File: config.mk
export PLATFORM = sky130hd
export DESIGN_NAME = playfair_cipher_6x5
export DESIGN_NICKNAME = d
export VERILOG_FILES = /design/src/hdl/pfc_pkg.sv /design/src/hdl/pfc_ram.sv /design/src/hdl/pfc_ctrl.sv /design/src/hdl/pfc_dp.sv /design/src/hdl/playfair_cipher_6x5.sv
export SDC_FILE = /design/constraint.sdc
export NUM_CORES = 1
export LEC_CHECK = 0
export CAP_MARGIN = 20
export CORE_MARGIN = 4
export CORE_UTILIZATION = 64
export CTS_CLUSTER_SIZE = 40
export DETAILED_ROUTE_END_ITERATION = 8
export DONT_BUFFER_PORTS = 1
export PLACE_DENSITY_LB_ADDON = 0.25
export SYNTH_ARGS = -nofsm -noshare
export SYNTH_HDL_FRONTEND = slang
export SYNTH_HIERARCHICAL = 1
export SYNTH_SLANG_ARGS = --single-unit
export TNS_END_PERCENT = 10
File: constraint.sdc
create_clock -name i_clk -period 7.85 [get_ports i_clk]
set_input_delay 1.57 -clock i_clk [delete_from_list [all_inputs] [get_ports i_clk]]
set_output_delay 1.57 -clock i_clk [all_outputs]
set_load 0.01 [all_outputs]
File: src/hdl/pfc_pkg.sv
`default_nettype none
package pfc_pkg;

    // table geometry and alphabet size
    localparam int SYMS  = 30;
    localparam int ROWS  = 6;
    localparam int COLS  = 5;
    localparam int SYM_W = 5;
    localparam int ROW_W = 3;
    localparam int COL_W = 3;

    // marks a byte that is not in the alphabet
    localparam logic [SYM_W-1:0] NO_SYM = 5'd31;

    localparam logic [7:0] ALPHABET [SYMS] = '{
        8'h41, 8'h42, 8'h43, 8'h44, 8'h45, 8'h46, 8'h47, 8'h48, 8'h49, 8'h4A,
        8'h4B, 8'h4C, 8'h4D, 8'h4E, 8'h4F, 8'h50, 8'h51, 8'h52, 8'h53, 8'h54,
        8'h55, 8'h56, 8'h57, 8'h58, 8'h59, 8'h5A, 8'h2C, 8'h2E, 8'h3F, 8'h3B
    };

    // request codes
    localparam logic [2:0] ACT_CLEAR  = 3'd0;
    localparam logic [2:0] ACT_ADD    = 3'd1;
    localparam logic [2:0] ACT_FINISH = 3'd2;
    localparam logic [2:0] ACT_ENC    = 3'd3;
    localparam logic [2:0] ACT_DEC    = 3'd4;

    // status codes
    localparam logic [1:0] ST_OK        = 2'd0;
    localparam logic [1:0] ST_BAD_SYM   = 2'd1;
    localparam logic [1:0] ST_NOT_READY = 2'd2;

    typedef enum logic [2:0] {
        S_IDLE,
        S_DECODE,
        S_FILL,
        S_POS,
        S_CELL
    } t_ctrl_state;

    // which result the datapath loads this cycle
    typedef enum logic [2:0] {
        RES_NONE,
        RES_OK,
        RES_BAD_SYM,
        RES_NOT_READY,
        RES_PAIR
    } t_res_sel;

    typedef struct packed {
        logic     capture;
        logic     clear;
        logic     key_add;
        logic     fill_init;
        logic     fill_step;
        logic     set_ready;
        t_res_sel res;
    } t_cmd;

    typedef struct packed {
        logic [2:0] action;
        logic       s1_bad;
        logic       s2_bad;
        logic       ready;
        logic       walk_last;
    } t_stat;

    typedef struct packed {
        logic [ROW_W-1:0] row;
        logic [COL_W-1:0] col;
    } t_rc;

    // ASCII byte to symbol index, NO_SYM when absent
    function automatic logic [SYM_W-1:0] sym_of(input logic [7:0] ch);
        logic [SYM_W-1:0] s;
        s = NO_SYM;
        for (int i = 0; i < SYMS; i++) begin
            if (ALPHABET[i] == ch) begin
                s = SYM_W'(i);
            end
        end
        return s;
    endfunction

    // symbol index to ASCII, index taken modulo the alphabet size
    function automatic logic [7:0] char_of(input logic [SYM_W-1:0] s);
        logic [SYM_W-1:0] k;
        k = (s >= SYM_W'(SYMS)) ? SYM_W'(s - SYM_W'(SYMS)) : s;
        return ALPHABET[k];
    endfunction

    // cell number to row and column
    function automatic t_rc pos_rc(input logic [SYM_W-1:0] p);
        logic [SYM_W-1:0] pp;
        t_rc              rc;
        pp = (p >= SYM_W'(SYMS)) ? SYM_W'(p - SYM_W'(SYMS)) : p;
        if (pp >= SYM_W'(5 * COLS))      rc.row = ROW_W'(5);
        else if (pp >= SYM_W'(4 * COLS)) rc.row = ROW_W'(4);
        else if (pp >= SYM_W'(3 * COLS)) rc.row = ROW_W'(3);
        else if (pp >= SYM_W'(2 * COLS)) rc.row = ROW_W'(2);
        else if (pp >= SYM_W'(COLS))     rc.row = ROW_W'(1);
        else                             rc.row = ROW_W'(0);
        rc.col = COL_W'(pp - SYM_W'(SYM_W'(rc.row) * SYM_W'(COLS)));
        return rc;
    endfunction

    // row and column to cell number
    function automatic logic [SYM_W-1:0] rc_pos(input t_rc rc);
        return SYM_W'(SYM_W'(rc.row) * SYM_W'(COLS) + SYM_W'(rc.col));
    endfunction

endpackage
`default_nettype wire

File: src/hdl/pfc_ram.sv
`default_nettype none
module pfc_ram #(
    parameter int WIDTH = 8,
    parameter int DEPTH = 32,
    localparam int AW = (DEPTH > 1) ? $clog2(DEPTH) : 1
) (
    input  wire logic             i_clk,
    input  wire logic             i_we,
    input  wire logic [AW-1:0]    i_waddr,
    input  wire logic [WIDTH-1:0] i_wdata,
    input  wire logic [AW-1:0]    i_raddr_a,
    input  wire logic [AW-1:0]    i_raddr_b,
    output logic      [WIDTH-1:0] o_rdata_a,
    output logic      [WIDTH-1:0] o_rdata_b
);

    logic [WIDTH-1:0] r_mem [DEPTH];
    logic [WIDTH-1:0] r_rd_a;
    logic [WIDTH-1:0] r_rd_b;

    // one write port, two registered read ports
    always_ff @(posedge i_clk) begin
        if (i_we) begin
            r_mem[i_waddr] <= i_wdata;
        end
        r_rd_a <= r_mem[i_raddr_a];
        r_rd_b <= r_mem[i_raddr_b];
    end

    assign o_rdata_a = r_rd_a;
    assign o_rdata_b = r_rd_b;

endmodule
`default_nettype wire

File: src/hdl/pfc_ctrl.sv
`default_nettype none
module pfc_ctrl (
    input  wire logic          i_clk,
    input  wire logic          i_rst_n,
    input  wire logic          i_start,
    input  wire pfc_pkg::t_stat i_stat,
    output logic               o_busy,
    output pfc_pkg::t_cmd      o_cmd
);

    pfc_pkg::t_ctrl_state r_state;
    pfc_pkg::t_ctrl_state n_state;

    // state register
    always_ff @(posedge i_clk) begin
        if (!i_rst_n) begin
            r_state <= pfc_pkg::S_IDLE;
        end else begin
            r_state <= n_state;
        end
    end

    // next state
    always_comb begin
        n_state = r_state;
        unique case (r_state)
            pfc_pkg::S_IDLE: begin
                if (i_start) n_state = pfc_pkg::S_DECODE;
            end
            pfc_pkg::S_DECODE: begin
                n_state = pfc_pkg::S_IDLE;
                unique case (i_stat.action) inside
                    pfc_pkg::ACT_FINISH: n_state = pfc_pkg::S_FILL;
                    pfc_pkg::ACT_ENC, pfc_pkg::ACT_DEC: begin
                        if (i_stat.ready && !i_stat.s1_bad && !i_stat.s2_bad) begin
                            n_state = pfc_pkg::S_POS;
                        end
                    end
                    default: n_state = pfc_pkg::S_IDLE;
                endcase
            end
            pfc_pkg::S_FILL: begin
                if (i_stat.walk_last) n_state = pfc_pkg::S_IDLE;
            end
            pfc_pkg::S_POS:  n_state = pfc_pkg::S_CELL;
            pfc_pkg::S_CELL: n_state = pfc_pkg::S_IDLE;
            default:         n_state = pfc_pkg::S_IDLE;
        endcase
    end

    // commands to the datapath
    always_comb begin
        o_cmd  = '0;
        o_busy = 1'b1;
        unique case (r_state)
            pfc_pkg::S_IDLE: begin
                o_busy        = 1'b0;
                o_cmd.capture = i_start;
            end
            pfc_pkg::S_DECODE: begin
                unique case (i_stat.action) inside
                    pfc_pkg::ACT_CLEAR: begin
                        o_cmd.clear = 1'b1;
                        o_cmd.res   = pfc_pkg::RES_OK;
                    end
                    pfc_pkg::ACT_ADD: begin
                        o_cmd.key_add = 1'b1;
                        o_cmd.res     = i_stat.s1_bad ? pfc_pkg::RES_BAD_SYM
                                                      : pfc_pkg::RES_OK;
                    end
                    pfc_pkg::ACT_FINISH: o_cmd.fill_init = 1'b1;
                    pfc_pkg::ACT_ENC, pfc_pkg::ACT_DEC: begin
                        if (!i_stat.ready) begin
                            o_cmd.res = pfc_pkg::RES_NOT_READY;
                        end else if (i_stat.s1_bad || i_stat.s2_bad) begin
                            o_cmd.res = pfc_pkg::RES_BAD_SYM;
                        end
                    end
                    default: o_cmd.res = pfc_pkg::RES_OK;
                endcase
            end
            pfc_pkg::S_FILL: begin
                o_cmd.fill_step = 1'b1;
                if (i_stat.walk_last) begin
                    o_cmd.set_ready = 1'b1;
                    o_cmd.res       = pfc_pkg::RES_OK;
                end
            end
            pfc_pkg::S_POS:  o_cmd.res = pfc_pkg::RES_NONE;
            pfc_pkg::S_CELL: o_cmd.res = pfc_pkg::RES_PAIR;
            default:         o_cmd.res = pfc_pkg::RES_NONE;
        endcase
    end

    // a fill walk always ends in a result
    a_fill_ends: assert property (@(posedge i_clk) disable iff (!i_rst_n)
        (r_state == pfc_pkg::S_FILL) && i_stat.walk_last |=> (r_state == pfc_pkg::S_IDLE))
        else $error("fill walk did not return to idle");

    // a cell lookup always follows a position lookup
    a_pos_cell: assert property (@(posedge i_clk) disable iff (!i_rst_n)
        (r_state == pfc_pkg::S_POS) |=> (r_state == pfc_pkg::S_CELL))
        else $error("position lookup not followed by cell lookup");

    // no request taken while busy
    a_no_capture_busy: assert property (@(posedge i_clk) disable iff (!i_rst_n)
        o_busy |-> !o_cmd.capture)
        else $error("request captured while busy");

endmodule
`default_nettype wire

File: src/hdl/pfc_dp.sv
`default_nettype none
module pfc_dp (
    input  wire logic          i_clk,
    input  wire logic          i_rst_n,
    input  wire pfc_pkg::t_cmd  i_cmd,
    input  wire logic [2:0]    i_action,
    input  wire logic [7:0]    i_first_char,
    input  wire logic [7:0]    i_second_char,
    output pfc_pkg::t_stat     o_stat,
    output logic               o_strobe,
    output logic [7:0]         o_first_out,
    output logic [7:0]         o_second_out,
    output logic [1:0]         o_status
);

    localparam int SW = pfc_pkg::SYM_W;

    // captured request
    logic [2:0]    r_action;
    logic [SW-1:0] r_s1;
    logic [SW-1:0] r_s2;

    // key state
    logic [pfc_pkg::SYMS-1:0] r_used;
    logic [SW-1:0]            r_fill;
    logic                     r_ready;
    logic [SW-1:0]            r_walk;

    // result registers
    logic       r_strobe;
    logic [7:0] r_out1;
    logic [7:0] r_out2;
    logic [1:0] r_status;

    // store ports
    logic          place_req;
    logic [SW-1:0] place_sym;
    logic          place_we;
    logic [SW-1:0] pos_a;
    logic [SW-1:0] pos_b;
    logic [SW-1:0] cell_a;
    logic [SW-1:0] cell_b;
    logic [SW-1:0] q1;
    logic [SW-1:0] q2;

    pfc_pkg::t_rc rc1;
    pfc_pkg::t_rc rc2;
    pfc_pkg::t_rc nc1;
    pfc_pkg::t_rc nc2;
    logic         enc;

    assign o_stat.action    = r_action;
    assign o_stat.s1_bad    = (r_s1 == pfc_pkg::NO_SYM);
    assign o_stat.s2_bad    = (r_s2 == pfc_pkg::NO_SYM);
    assign o_stat.ready     = r_ready;
    assign o_stat.walk_last = (r_walk == SW'(pfc_pkg::SYMS - 1));

    // capture request, map bytes to symbol indices
    always_ff @(posedge i_clk) begin
        if (i_cmd.capture) begin
            r_action <= i_action;
            r_s1     <= pfc_pkg::sym_of(i_first_char);
            r_s2     <= pfc_pkg::sym_of(i_second_char);
        end
    end

    // symbol to place: key character or walk index
    always_comb begin
        place_sym = i_cmd.fill_step ? r_walk : r_s1;
        place_req = 1'b0;
        if (i_cmd.fill_step) begin
            place_req = !r_used[r_walk];
        end else if (i_cmd.key_add && !o_stat.s1_bad) begin
            place_req = !r_used[r_s1];
        end
    end

    assign place_we = place_req && (r_fill < SW'(pfc_pkg::SYMS));

    // used marks, fill count, ready flag, walk counter
    always_ff @(posedge i_clk) begin
        if (!i_rst_n) begin
            r_used  <= '0;
            r_fill  <= '0;
            r_ready <= 1'b0;
            r_walk  <= '0;
        end else begin
            if (i_cmd.clear) begin
                r_used  <= '0;
                r_fill  <= '0;
                r_ready <= 1'b0;
            end else begin
                if (place_req) r_used[place_sym] <= 1'b1;
                if (place_we)  r_fill <= SW'(r_fill + 1'b1);
                if (i_cmd.set_ready) r_ready <= 1'b1;
            end
            if (i_cmd.fill_init) begin
                r_walk <= '0;
            end else if (i_cmd.fill_step) begin
                r_walk <= SW'(r_walk + 1'b1);
            end
        end
    end

    // cell to symbol
    pfc_ram #(
        .WIDTH (SW),
        .DEPTH (pfc_pkg::SYMS)
    ) u_key_table (
        .i_clk     (i_clk),
        .i_we      (place_we),
        .i_waddr   (r_fill),
        .i_wdata   (place_sym),
        .i_raddr_a (q1),
        .i_raddr_b (q2),
        .o_rdata_a (cell_a),
        .o_rdata_b (cell_b)
    );

    // symbol to cell
    pfc_ram #(
        .WIDTH (SW),
        .DEPTH (pfc_pkg::SYMS)
    ) u_sym_pos (
        .i_clk     (i_clk),
        .i_we      (place_we),
        .i_waddr   (place_sym),
        .i_wdata   (r_fill),
        .i_raddr_a (r_s1),
        .i_raddr_b (r_s2),
        .o_rdata_a (pos_a),
        .o_rdata_b (pos_b)
    );

    // pair rule: same row, same column, or rectangle
    always_comb begin
        enc = (r_action == pfc_pkg::ACT_ENC);
        rc1 = pfc_pkg::pos_rc(pos_a);
        rc2 = pfc_pkg::pos_rc(pos_b);
        nc1 = rc1;
        nc2 = rc2;
        if (rc1.row == rc2.row) begin
            if (enc) begin
                nc1.col = (rc1.col == 3'(pfc_pkg::COLS - 1)) ? '0 : 3'(rc1.col + 1'b1);
                nc2.col = (rc2.col == 3'(pfc_pkg::COLS - 1)) ? '0 : 3'(rc2.col + 1'b1);
            end else begin
                nc1.col = (rc1.col == '0) ? 3'(pfc_pkg::COLS - 1) : 3'(rc1.col - 1'b1);
                nc2.col = (rc2.col == '0) ? 3'(pfc_pkg::COLS - 1) : 3'(rc2.col - 1'b1);
            end
        end else if (rc1.col == rc2.col) begin
            if (enc) begin
                nc1.row = (rc1.row == 3'(pfc_pkg::ROWS - 1)) ? '0 : 3'(rc1.row + 1'b1);
                nc2.row = (rc2.row == 3'(pfc_pkg::ROWS - 1)) ? '0 : 3'(rc2.row + 1'b1);
            end else begin
                nc1.row = (rc1.row == '0) ? 3'(pfc_pkg::ROWS - 1) : 3'(rc1.row - 1'b1);
                nc2.row = (rc2.row == '0) ? 3'(pfc_pkg::ROWS - 1) : 3'(rc2.row - 1'b1);
            end
        end else begin
            nc1.col = rc2.col;
            nc2.col = rc1.col;
        end
        q1 = pfc_pkg::rc_pos(nc1);
        q2 = pfc_pkg::rc_pos(nc2);
    end

    // result strobe
    always_ff @(posedge i_clk) begin
        if (!i_rst_n) begin
            r_strobe <= 1'b0;
        end else begin
            r_strobe <= (i_cmd.res != pfc_pkg::RES_NONE);
        end
    end

    // result payload
    always_ff @(posedge i_clk) begin
        case (i_cmd.res)
            pfc_pkg::RES_PAIR: begin
                r_out1   <= pfc_pkg::char_of(cell_a);
                r_out2   <= pfc_pkg::char_of(cell_b);
                r_status <= pfc_pkg::ST_OK;
            end
            pfc_pkg::RES_BAD_SYM: begin
                r_out1   <= '0;
                r_out2   <= '0;
                r_status <= pfc_pkg::ST_BAD_SYM;
            end
            pfc_pkg::RES_NOT_READY: begin
                r_out1   <= '0;
                r_out2   <= '0;
                r_status <= pfc_pkg::ST_NOT_READY;
            end
            pfc_pkg::RES_OK: begin
                r_out1   <= '0;
                r_out2   <= '0;
                r_status <= pfc_pkg::ST_OK;
            end
            default: ;
        endcase
    end

    assign o_strobe     = r_strobe;
    assign o_first_out  = r_out1;
    assign o_second_out = r_out2;
    assign o_status     = r_status;

    // a finished table has every symbol placed
    a_ready_full: assert property (@(posedge i_clk) disable iff (!i_rst_n)
        r_ready |-> ((&r_used) && (r_fill == SW'(pfc_pkg::SYMS))))
        else $error("table ready but not full");

    // fill count never passes the table size
    a_fill_bound: assert property (@(posedge i_clk) disable iff (!i_rst_n)
        r_fill <= SW'(pfc_pkg::SYMS))
        else $error("fill count overflow");

    // a transformed pair only comes from a finished table
    a_pair_ready: assert property (@(posedge i_clk) disable iff (!i_rst_n)
        r_strobe && (r_out1 != 8'd0) |-> r_ready)
        else $error("pair result without finished table");

endmodule
`default_nettype wire

File: src/hdl/playfair_cipher_6x5.sv
`default_nettype none
// Playfair cipher on a 6 by 5 table over A-Z , . ? ;
// Request channel: start is sampled with action, first_char and second_char;
// a request is taken at a rising edge with start high and busy low.
// Actions: clear key, add key character, finish table, encrypt pair,
// decrypt pair. Every request gives exactly one result.
// Result channel: o_first_out, o_second_out and o_status are valid for the
// single cycle in which o_strobe is high. The receiver cannot stall; a
// result is shown once and then replaced only by the next one.
// Clear, add and unused codes, and pairs rejected on status, give their
// result straight from the decode state; a transformed pair passes a
// position state and then a cell state (symbol-to-cell read, then
// cell-to-symbol read, each a registered RAM port); finish runs a decode
// state, a walk over all 30 symbols one per cycle, then the strobe cycle.
// busy falls in the strobe cycle, so a new request may be taken then.
// Reset (synchronous, active low) clears used marks, fill count and the
// ready flag; the table stores hold no defined contents until written.
module playfair_cipher_6x5 (
    input  wire logic       i_clk,
    input  wire logic       i_rst_n,
    input  wire logic       start,
    output logic            busy,
    input  wire logic [2:0] i_action,
    input  wire logic [7:0] i_first_char,
    input  wire logic [7:0] i_second_char,
    output logic            o_strobe,
    output logic [7:0]      o_first_out,
    output logic [7:0]      o_second_out,
    output logic [1:0]      o_status
);

    pfc_pkg::t_cmd  cmd;
    pfc_pkg::t_stat stat;

    // sequencer
    pfc_ctrl u_ctrl (
        .i_clk   (i_clk),
        .i_rst_n (i_rst_n),
        .i_start (start),
        .i_stat  (stat),
        .o_busy  (busy),
        .o_cmd   (cmd)
    );

    // key stores and pair logic
    pfc_dp u_dp (
        .i_clk         (i_clk),
        .i_rst_n       (i_rst_n),
        .i_cmd         (cmd),
        .i_action      (i_action),
        .i_first_char  (i_first_char),
        .i_second_char (i_second_char),
        .o_stat        (stat),
        .o_strobe      (o_strobe),
        .o_first_out   (o_first_out),
        .o_second_out  (o_second_out),
        .o_status      (o_status)
    );

endmodule
`default_nettype wire

==> metrics.yaml, run 1 <==
placement:
  gp_congestion: 0.916
  dp.cells: 1988
  portBuffers: 0
  dpl.hpwl_mm: 35.4
synth:
  yosysTopAreaCell: "edfxtp_1"
  synth_area_um2: 21000
  ys_ff_latch: 394
  synth_top_area_share: 0.470
  ys_seq_area_frac: 0.532
  yosys-top-cells-area: "edfxtp_1, mux4_2, mux2i_1"
  synth_cell_types: 81
  synthFlopType: "edfxtp_1"
  synth_edf_count: 329
  avgSynthCellArea_um2: 13.0
  synthArstFlopShare: 0
  yosys_warnings: 6
  synth_cells: 1613
power:
  cellPowerDensity_nw_per_um2: 447
  irDropWorstVdd_mv: 0.376
  total_leakage_power_nw: 8.10
final_layout:
  stdcell_count: 2063
  drive_above_1_share: 0.151
  nNetsFinal: 1657
  fillers: 2179
  insertedDiodeCount: 0
  area_delta_synth_final_pct: 7.92
floorplanning:
  start_util: 0.647
  core_area_um2: 32500
  dieArea_um2: 35800
  die_x_um: 189
  io_pins: 42
  die-height_um: 189
  rows: 66
global_routing:
  antenna_found_initial: 0
  grt.total_usage: 0.292
  grt_pass1_wl_mm: 80.9
  grt_pass1_vias: 14000
  overflow: 0
  grt_max_degree: 61
timing:
  worst_pin_slew_ns: 1.04
  max_slew_margin: 0.304
  hold_viol: 0
  setup_tns_ns: 0
  finalMaxSlewViolations: 0
  rsz0062_at_grt: "false"
  fin_crit_sh: 0.935
  fmax_ghz: 0.136
  period_needed_ns: 7.34
  skew_ns: 0.0205
  setup_violations: 0
outcome:
  outcome: "complete, no violations"
critical_path:
  cp_cell_sequence: "ha_1 > nand3_1 > a21oi_1 > and4b_1 > a211oi_2 > inv_1 > ha_1 > fa_1 > xnor2_1 > xor2_1 > nor4_4 > mux2_2 > ha_1 > ha_1 > fa_1 > xor2_2 > buf_4 > mux4_2 > mux2_2 > a22oi_1 > o41ai_1"
  crit_required_ns: 8.25
  cp_slowest_stage_delay_ns: 0.54
  path_depth: 21
  cp_top_family: "adder cells"
  cp_max_fo: 36
  critPathKind: "register to register"
  critical_path_buf_inv_count: 2
  endpoint_kind: "register"
  cpMaxStageDelayCell: "dfxtp_1"
  reg2reg_depth: 21
  cp-start-kind: "register"
  path_common_cell: "ha_1"
  arrival_ns: 7.74
clock_tree:
  cts_tree: "yes"
  numCtsBuffers: 40
  cts-root-buf: "clkbuf_16"
  clock_latency_ns: 0.55
  clockBufferDepth: 3
  cts.clk_slew.worst_paths_ns: 0.06
  postCtsHoldBufs: 0
  clock-sinks: 394
  cts_max_level: 2
detailed_routing:
  route.vias.total: 14200
  totalWireLength_mm: 52.7
  wl_per_cell_um: 25.6
  avgViaCountPerCell: 6.90
  drc: 0
  ant_nets: 0
  drtIter0Drc: 1610
  drt-pass1-iter-count: 7
worst_hold_path:
  min_path_cells: 2
  hp-class: "register to register"
job:
  cap_viol_max_count: 0
## cell usage in the layout (no fill, tap or decap), types with 34 or more instances in the layout
master,netlist,layout
a21oi_1,87,87
a22oi_1,39,39
clkbuf_16,0,41
dfxtp_1,65,65
edfxtp_1,329,329
ha_1,42,40
inv_1,36,34
mux2_2,35,35
mux2i_1,138,138
mux4_2,87,87
nand2_1,77,77
nand3_1,36,36
nor2_1,171,171
## synthesized netlist by cell type (all sizes together), types with 6 or more instances
cell type  number
a22o           12
nand4          13
a22oi          39
and2            6
mux2           35
nand2          77
or3             7
nor3b           9
o22ai          13
nor4            8
o31ai          13
o21ai          28
clkbuf         45
nor3           27
or3b            6
nand3          36
o221ai          6
nor2b          22
nand2b         21
buf            56
inv            36
a21oi          87
a211oi          9
nor2          171
mux2i         138
a211o           6
ha             42
dfxtp          65
xor2           16
o211ai         16
o311ai          9
edfxtp        329
mux4          101
xnor2          24
nand3b         18
## worst min-delay path, cell delays in order, from the launching register on
cell and delay, ns:
dfxtp_1 0.35, a21oi_1 0.05, nor2_1 0.07
## where the power goes
part,internal (W),switching [W],leakage [nW]
clock network,0.00117,0.000786,0.648
logic,0.00253,0.00320,3.95
registers,0.00236,0.0000827,3.50
## layer usage
metal	global-route usage	share of wire	vias to the layer above
met5	0	0	-
met4	0.114	0.045	0
met3	0.0455	0.086	160
met2	0.487	0.49	802
met1	0.392	0.38	7067
li1	-	-	6211
## what timing repair did
item,CTS,global route
endpoints found under the setup margin,0,5
buffers inserted,0,0
gates resized for setup,0,2
## final cells by class
class / count / area (um^2) / share of cell area
Multi-Input combinational cell: 1081 / 9170 / 0.405
Inverter: 38 / 146 / 0.00646
Timing Repair Buffer: 34 / 275 / 0.0121
Tap cell: 442 / 553 / 0.0244
Clock inverter: 24 / 273 / 0.0120
Clock buffer: 50 / 1070 / 0.0472
Sequential cell: 394 / 11200 / 0.493
## sequential cells by signal, summed over array words and instances (netlist names), 2 cells and up
name                        flops
u_dp/o_status                   2
u_dp/u_key_table/o_rdata_b      5
u_dp/u_key_table/o_rdata_a      5
u_dp/u_sym_pos/r_mem          150
u_dp/r_s1                       5
u_dp/u_key_table/r_mem        150
u_dp/r_action                   3
u_dp/o_first_out                7
u_dp/r_used                    30
u_dp/u_sym_pos/o_rdata_b        5
u_dp/r_s2                       5
u_dp/r_walk                     5
u_dp/o_second_out               7
u_dp/r_fill                     5
u_ctrl/r_state                  3
u_dp/u_sym_pos/o_rdata_a        5
## metrics by stage
| step | worst slack [ns] | instance area [um^2] | hold slack (ns) | util | total power [W] |
|---|---|---|---|---|---|
| 5_1_grt | 0.0536 | 22700 | 0.521 | 0.698 | 0.0106 |
| 3_5_place_dp | 0.423 | 21300 | 0.478 | 0.656 | 0.00807 |
| 2_1_floorplan | 1.66 | 21000 | 0.440 | - | 0.00676 |
| 4_1_cts | 0.351 | 22600 | 0.496 | 0.697 | 0.0100 |
| 6_report | 0.510 | 22700 | 0.494 | 0.698 | 0.0101 |
| 3_3_place_gp | 0.747 | 21300 | 0.460 | 0.656 | 0.00796 |
## cells by family after synthesis
family / after synthesis / share of synthesized area
compound gates: 273 / 0.0878
simple gates: 446 / 0.106
flops: 394 / 0.532
fa+ha+maj: 46 / 0.0288
mux: 274 / 0.195
buf+inv: 139 / 0.0328
other cells: 1 / 0.000179
xor+xnor: 40 / 0.0170
## worst paths after layout
path	from	to	slack (ns)
worst max-delay path	u_dp/u_sym_pos/o_rdata_a[1]	u_dp/u_key_table/o_rdata_a[3]	0.51
worst min-delay path	u_dp/r_used[2]	u_dp/r_used[2]	0.49
worst max register to register	u_dp/u_sym_pos/o_rdata_a[1]	u_dp/u_key_table/o_rdata_a[3]	0.51
worst min register to register	u_dp/r_used[2]	u_dp/r_used[2]	0.49
Power figures use the tool's default switching activity.
==> inputs of run 2 (changes only) <==
--- a/config.mk
+++ b/config.mk
@@ -5,7 +5,6 @@
 export SDC_FILE = /design/constraint.sdc
 export NUM_CORES = 1
 export LEC_CHECK = 0
-export CAP_MARGIN = 20
 export CORE_MARGIN = 4
 export CORE_UTILIZATION = 64
 export CTS_CLUSTER_SIZE = 40
==> constraint.sdc (replaced) <==
create_clock -name i_clk -period 7.5 [get_ports i_clk]
set_input_delay 1.5 -clock i_clk [delete_from_list [all_inputs] [get_ports i_clk]]
set_output_delay 1.5 -clock i_clk [all_outputs]
set_load 0.01 [all_outputs]
==> run 2 against run 1 <==
Against the previous run:
- clock skew up 0.0065 ns
- sequential share of layout area up 0.23 points
- via count down 0.56%
- fmax up 5.7%
- clock power about the same
- sequential power up 5%
- critical path type unchanged
- first-iteration DRC count down 3.5%
- largest power group unchanged
- worst hold slack worse by 0.00088 ns
- setup slack better by 0.046 ns
- non-clock buffer count unchanged
==> metrics.yaml, run 2 (synthesis results as in run 1) <==
outcome:
  outcome: "complete, no violations"
global_routing:
  grt_pass1_vias: 13900  # -0.79%
  grt_pass1_wl_mm: 80.3  # -0.69%
  antenna_found_initial: 0  # unchanged
  grt_max_degree: 44  # -28%
  grt.total_usage: 0.288  # -0.00419
  overflow: 0  # unchanged
timing:
  setup_violations: 0  # unchanged
  max_slew_margin: 0.178  # -0.126
  rsz0062_at_grt: "false"
  worst_pin_slew_ns: 1.23  # +0.187 ns
  period_needed_ns: 6.94  # -0.396 ns
  fin_crit_sh: 0.926  # -0.00922
  fmax_ghz: 0.144  # +5.7%
  finalMaxSlewViolations: 0  # unchanged
  setup_tns_ns: 0  # unchanged
  skew_ns: 0.0270  # +0.00646 ns
  hold_viol: 0  # unchanged
final_layout:
  fin_util: 0.695  # -0.00324
  final_common_cell: "edfxtp_1"
  reg_top3: "u_dp/u_key_table/r_mem (150), u_dp/u_sym_pos/r_mem (150), u_dp/r_used (30)"
  area_delta_synth_final_pct: 7.42
  nNetsFinal: 1657  # unchanged
  drive_above_1_share: 0.148  # -0.00272
  layout_common_cells: "edfxtp_1, nor2_1, mux2i_1, a21oi_1, mux4_2"
detailed_routing:
  wl_per_cell_um: 25.2  # -1.5%
  totalWireLength_mm: 51.9  # -1.7%
  drtIter0Drc: 1554  # -3.5%
  drt-pass1-iter-count: 6  # -1
  drc: 0  # unchanged
  avgViaCountPerCell: 6.87  # -0.42%
  ant_nets: 0  # unchanged
  route.vias.total: 14200  # -0.56%
critical_path:
  cpMaxStageDelayCell: "mux4_4"
  path_common_cell: "ha_1"
  cp_slowest_stage_delay_ns: 0.54  # about the same
  cp_top_family: "adder cells"
  crit_required_ns: 7.92  # -0.33 ns
  endpoint_kind: "register"
  cp-start-kind: "register"
  critPathKind: "register to register"
  cp_cell_sequence: "ha_1 > and4_1 > a21oi_1 > and4b_1 > a211oi_2 > inv_1 > ha_1 > xnor2_1 > xnor2_1 > xor2_1 > nor4_4 > buf_4 > mux2i_1 > ha_1 > ha_1 > inv_1 > fa_1 > inv_1 > mux4_4 > mux4_2 > o22ai_2 > nor2_1"
  cp_max_fo: 14  # -61%
  arrival_ns: 7.36  # -0.38 ns
  critical_path_buf_inv_count: 4  # +2
clock_tree:
  cts_max_level: 2  # unchanged
  cts.clk_slew.worst_paths_ns: 0.06  # about the same
  cts_tree: "yes"
  cts-root-buf: "clkbuf_16"
  clock_latency_ns: 0.54  # about the same
  clockBufferDepth: 3  # unchanged
  clock-sinks: 394  # unchanged
  numCtsBuffers: 40  # unchanged
power:
  power.total_w: 0.0105  # +3.3%
  total_leakage_power_nw: 8.06  # -0.53%
  cellPowerDensity_nw_per_um2: 463  # +3.7%
  irDropWorstVdd_mv: 0.390  # +3.8%
floorplanning:
  core_area_um2: 32500  # unchanged
  io_pins: 42  # unchanged
  start_util: 0.647  # unchanged
  rows: 66  # unchanged
  dieArea_um2: 35800  # unchanged
  die_x_um: 189  # unchanged
  die-height_um: 189  # unchanged
placement:
  portBuffers: 0  # unchanged
  dpl.hpwl_mm: 35.5  # +0.19%
  gp_congestion: 0.963  # +5.0%
worst_hold_path:
  hp-class: "register to register"
job:
  cap_viol_max_count: 0  # unchanged
==> run 2: report_power, final <==
group,switching (W),total (W),internal [W]
clock network,0.000805,0.00193,0.00112
registers,0.0000841,0.00255,0.00247
logic,0.00332,0.00597,0.00265
==> run 2: cell type report <==
cell class                 instances  area [um^2]
tap                              442          553
fill                            2205         9890
timing repair buffer              34          255
antenna                            1         2.50
multi-input combinational       1081         9170
clock buffer                      57         1140
sequential                       394        11200
clock inverter                    13          123
inverter                          38          143
==> run 2: final timing paths <==
check / from / end / slack [ns] / depth (start not counted)
hold reg to reg: u_dp/r_used[4] / u_dp/r_used[4] / 0.49 / 2
setup / recovery: u_dp/u_sym_pos/o_rdata_a[1] / u_dp/u_key_table/o_rdata_b[4] / 0.56 / 22
hold / removal: u_dp/r_used[4] / u_dp/r_used[4] / 0.49 / 2
setup reg to reg: u_dp/u_sym_pos/o_rdata_a[1] / u_dp/u_key_table/o_rdata_b[4] / 0.56 / 22
==> run 2: routing by layer <==
layer | global-route usage | wire (um) | vias to the layer above
met2 | 0.476 | 25300 | 810
met1 | 0.395 | 20200 | 6984
met3 | 0.0461 | 4440 | 144
met4 | 0.101 | 1870 | 0
met5 | 0 | 0 | -
li1 | - | - | 6222
==> run 2: timing repair <==
action	CTS	global route
setup endpoints to repair	0	4
resized for setup	0	1
buffers inserted	0	0
hold endpoints to repair	0	0
hold buffers	0	0
==> run 2: worst reg2reg max path, cell delays in order (launching register included) <==
cell      delay, ns
dfxtp_1        0.53
ha_1           0.31
and4_1         0.23
a21oi_1        0.34
and4b_1        0.26
a211oi_2       0.37
inv_1          0.12
ha_1           0.30
xnor2_1        0.13
xnor2_1        0.40
xor2_1         0.18
nor4_4         0.27
buf_4          0.20
mux2i_1        0.35
ha_1           0.30
ha_1           0.31
inv_1          0.06
fa_1           0.47
inv_1          0.44
mux4_4         0.54
mux4_2         0.49
o22ai_2        0.17
nor2_1         0.06
==> run 2: stage by stage <==
stage	cell area (um^2)	std cells	setup slack, ns	hold slack [ns]
floorplan	21000	1614	1.31	0.440
finish	22600	2060	0.556	0.493
detailed placement	21300	1989	0.397	0.482
global placement	21300	1989	0.662	0.462
CTS	22600	2059	0.340	0.496
global route	22600	2059	0.0914	0.530
==> inputs of run 3 (changes only) <==
==> constraint.sdc (replaced) <==
create_clock -name i_clk -period 7.5 [get_ports i_clk]
set_input_delay 0.375 -clock i_clk [delete_from_list [all_inputs] [get_ports i_clk]]
set_output_delay 0.375 -clock i_clk [all_outputs]
set_load 0.01 [all_outputs]
==> run 3 against run 2 <==
Against the previous run:
- wire length increased by 0.18%
- first-iteration DRC count decreased by 3.4%
- sequential share of layout area fell by 0.082 points
- non-clock buffer count is 4 higher
- critical path depth stayed put
- critical path type unchanged
- highest routed layer unchanged
==> metrics.yaml, run 3 (synthesis results as in run 1) <==
outcome:
  outcome: "complete, no violations"
clock_tree:
  cts.clk_slew.worst_paths_ns: 0.06  # about the same
  clock_latency_ns: 0.54  # about the same
  clockBufferDepth: 3  # unchanged
  cts-root-buf: "clkbuf_16"
  clock-sinks: 394  # unchanged
  cts_max_level: 2  # unchanged
  numCtsBuffers: 40  # unchanged
  postCtsSetupBuffers: 0  # unchanged
  cts_tree: "yes"
floorplanning:
  io_pins: 42  # unchanged
  die_x_um: 189  # unchanged
  dieArea_um2: 35800  # unchanged
  die-height_um: 189  # unchanged
  core_area_um2: 32500  # unchanged
  rows: 66  # unchanged
  start_util: 0.647  # unchanged
timing:
  setup_tns_ns: 0  # unchanged
  setup_violations: 0  # unchanged
  rsz0062_at_grt: "false"
  fmax_ghz: 0.144  # -0.31%
  finalMaxSlewViolations: 0  # unchanged
  worst_pin_slew_ns: 1.26  # +0.0334 ns
  period_needed_ns: 6.97  # +0.0214 ns
  max_slew_margin: 0.155  # -0.0224
  skew_ns: 0.0298  # +0.00285 ns
  fin_crit_sh: 0.929  # +0.00285
  hold_viol: 0  # unchanged
power:
  switchingPower_w: 0.00422  # +0.23%
  power.total_w: 0.0105  # +0.11%
  pwr-share-seq: 0.244  # about the same
  total_leakage_power_nw: 8.07  # +0.21%
  cellPowerDensity_nw_per_um2: 463  # about the same
  irDropWorstVdd_mv: 0.392  # +0.47%
  switching_share: 0.404  # +0.000504
  p_comb_frac: 0.572  # about the same
  clkPwrFrac: 0.184  # about the same
  internal_power_w: 0.00624  # about the same
final_layout:
  nNetsFinal: 1661  # +0.24%
  fillers: 2203  # -0.091%
  seq_area_um2: 11200  # unchanged
  multi_input_area_um2: 9170  # unchanged
  fin_util: 0.696  # +0.00116
  layout_common_cells: "edfxtp_1, nor2_1, mux2i_1, a21oi_1, mux4_2"
  reg_top3: "u_dp/u_key_table/r_mem (150), u_dp/u_sym_pos/r_mem (150), u_dp/r_used (30)"
  area_delta_synth_final_pct: 7.60
  drive_above_1_share: 0.148  # -0.000366
  final_common_cell: "edfxtp_1"
  insertedDiodeCount: 0  # -1
worst_hold_path:
  hp-class: "primary input to register"
detailed_routing:
  route.vias.total: 14100  # -0.33%
  wl_per_cell_um: 25.2  # about the same
  avgViaCountPerCell: 6.84  # -0.48%
  drtIter0Drc: 1501  # -3.4%
  drc: 0  # unchanged
  totalWireLength_mm: 52.0  # +0.18%
  drt-pass1-iter-count: 6  # unchanged
  ant_nets: 0  # unchanged
critical_path:
  cp_max_fo: 14  # unchanged
  crit_required_ns: 7.91  # about the same
  endpoint_kind: "register"
  cp-start-kind: "register"
  critPathKind: "register to register"
  arrival_ns: 7.38  # +0.02 ns
global_routing:
  grt.total_usage: 0.289  # +0.000473
  grt_pass1_vias: 13900  # +0.16%
  grt_pass1_wl_mm: 80.4  # +0.16%
  grt_max_degree: 44  # unchanged
  antenna_found_initial: 0  # unchanged
  overflow: 0  # unchanged
placement:
  portBuffers: 0  # unchanged
  gp_congestion: 0.963  # unchanged
  dpl.hpwl_mm: 35.5  # unchanged
job:
  cap_viol_max_count: 0  # unchanged
[run 3: cell types whose count changed in the layout (fill, tap and decap cells not counted)]
cell           before  now
dlygate4sd3_1       0    4
diode_2             1    0
[run 3: cell type report]
type	count	area share
clock buffers	57	0.0503
well taps	442	0.0245
flip-flops and latches	394	0.495
inverters	38	0.00631
multi-input cells	1081	0.406
repair buffers	38	0.0131
clock inverters	13	0.00543
[run 3: timing repair]
action,CTS,global route
endpoints found under the hold margin,6,0
setup endpoints to repair,0,4
hold buffers,4,0
gates resized for setup,0,1
[run 3: worst max-delay path: stages (launching register included)]
cell	delay (ns)
dfxtp_1	0.53
ha_1	0.31
and4_1	0.22
a21oi_1	0.32
and4b_1	0.26
a211oi_2	0.37
inv_1	0.12
ha_1	0.30
xnor2_1	0.14
xnor2_1	0.42
xor2_1	0.19
nor4_4	0.27
buf_4	0.20
mux2i_1	0.35
ha_1	0.30
ha_1	0.31
inv_1	0.06
fa_1	0.47
inv_1	0.45
mux4_4	0.54
mux4_2	0.49
o22ai_2	0.17
nor2_1	0.07
[run 3: path summary, 6_finish.rpt]
check	slack, ns	start	endpoint	cells past startpoint
worst max register to register	0.53	u_dp/u_sym_pos/o_rdata_a[1]	u_dp/u_key_table/o_rdata_b[4]	22
worst max-delay path	0.53	u_dp/u_sym_pos/o_rdata_a[1]	u_dp/u_key_table/o_rdata_b[4]	22
worst min-delay path	0.03	i_rst_n	u_ctrl/r_state[2]	1
worst min register to register	0.49	u_dp/r_used[4]	u_dp/r_used[4]	2
[run 3: per-stage QoR]
step	hold slack [ns]	area [um^2]	worst slack, ns	std cells
2_1_floorplan	0.440	21000	1.31	1614
3_3_place_gp	0.462	21300	0.662	1989
3_5_place_dp	0.474	21300	0.397	1989
4_1_cts	0.0214	22600	0.340	2063
5_1_grt	0.0241	22600	0.0914	2063
6_report	0.0323	22600	0.535	2063
[run 3: power by group through the flow]
| stage | Clock, W | Sequential [W] | Combinational [W] |
|---|---|---|---|
| 6_report | 0.00193 | 0.00255 | 0.00598 |
| 5_1_grt | 0.00205 | 0.00256 | 0.00634 |
| 4_1_cts | 0.00195 | 0.00255 | 0.00588 |
| 3_5_place_dp | 0 | 0.00260 | 0.00585 |
| 3_3_place_gp | 0 | 0.00259 | 0.00580 |
| 2_1_floorplan | 0 | 0.00256 | 0.00452 |
[run 3: per-layer routing]
layer / part of all wire / vias to the layer above / global-route usage
met5: 0 / - / 0
met4: 0.036 / 0 / 0.101
met3: 0.086 / 140 / 0.0461
met2: 0.49 / 835 / 0.476
met1: 0.39 / 6919 / 0.396
li1: - / 6219 / -
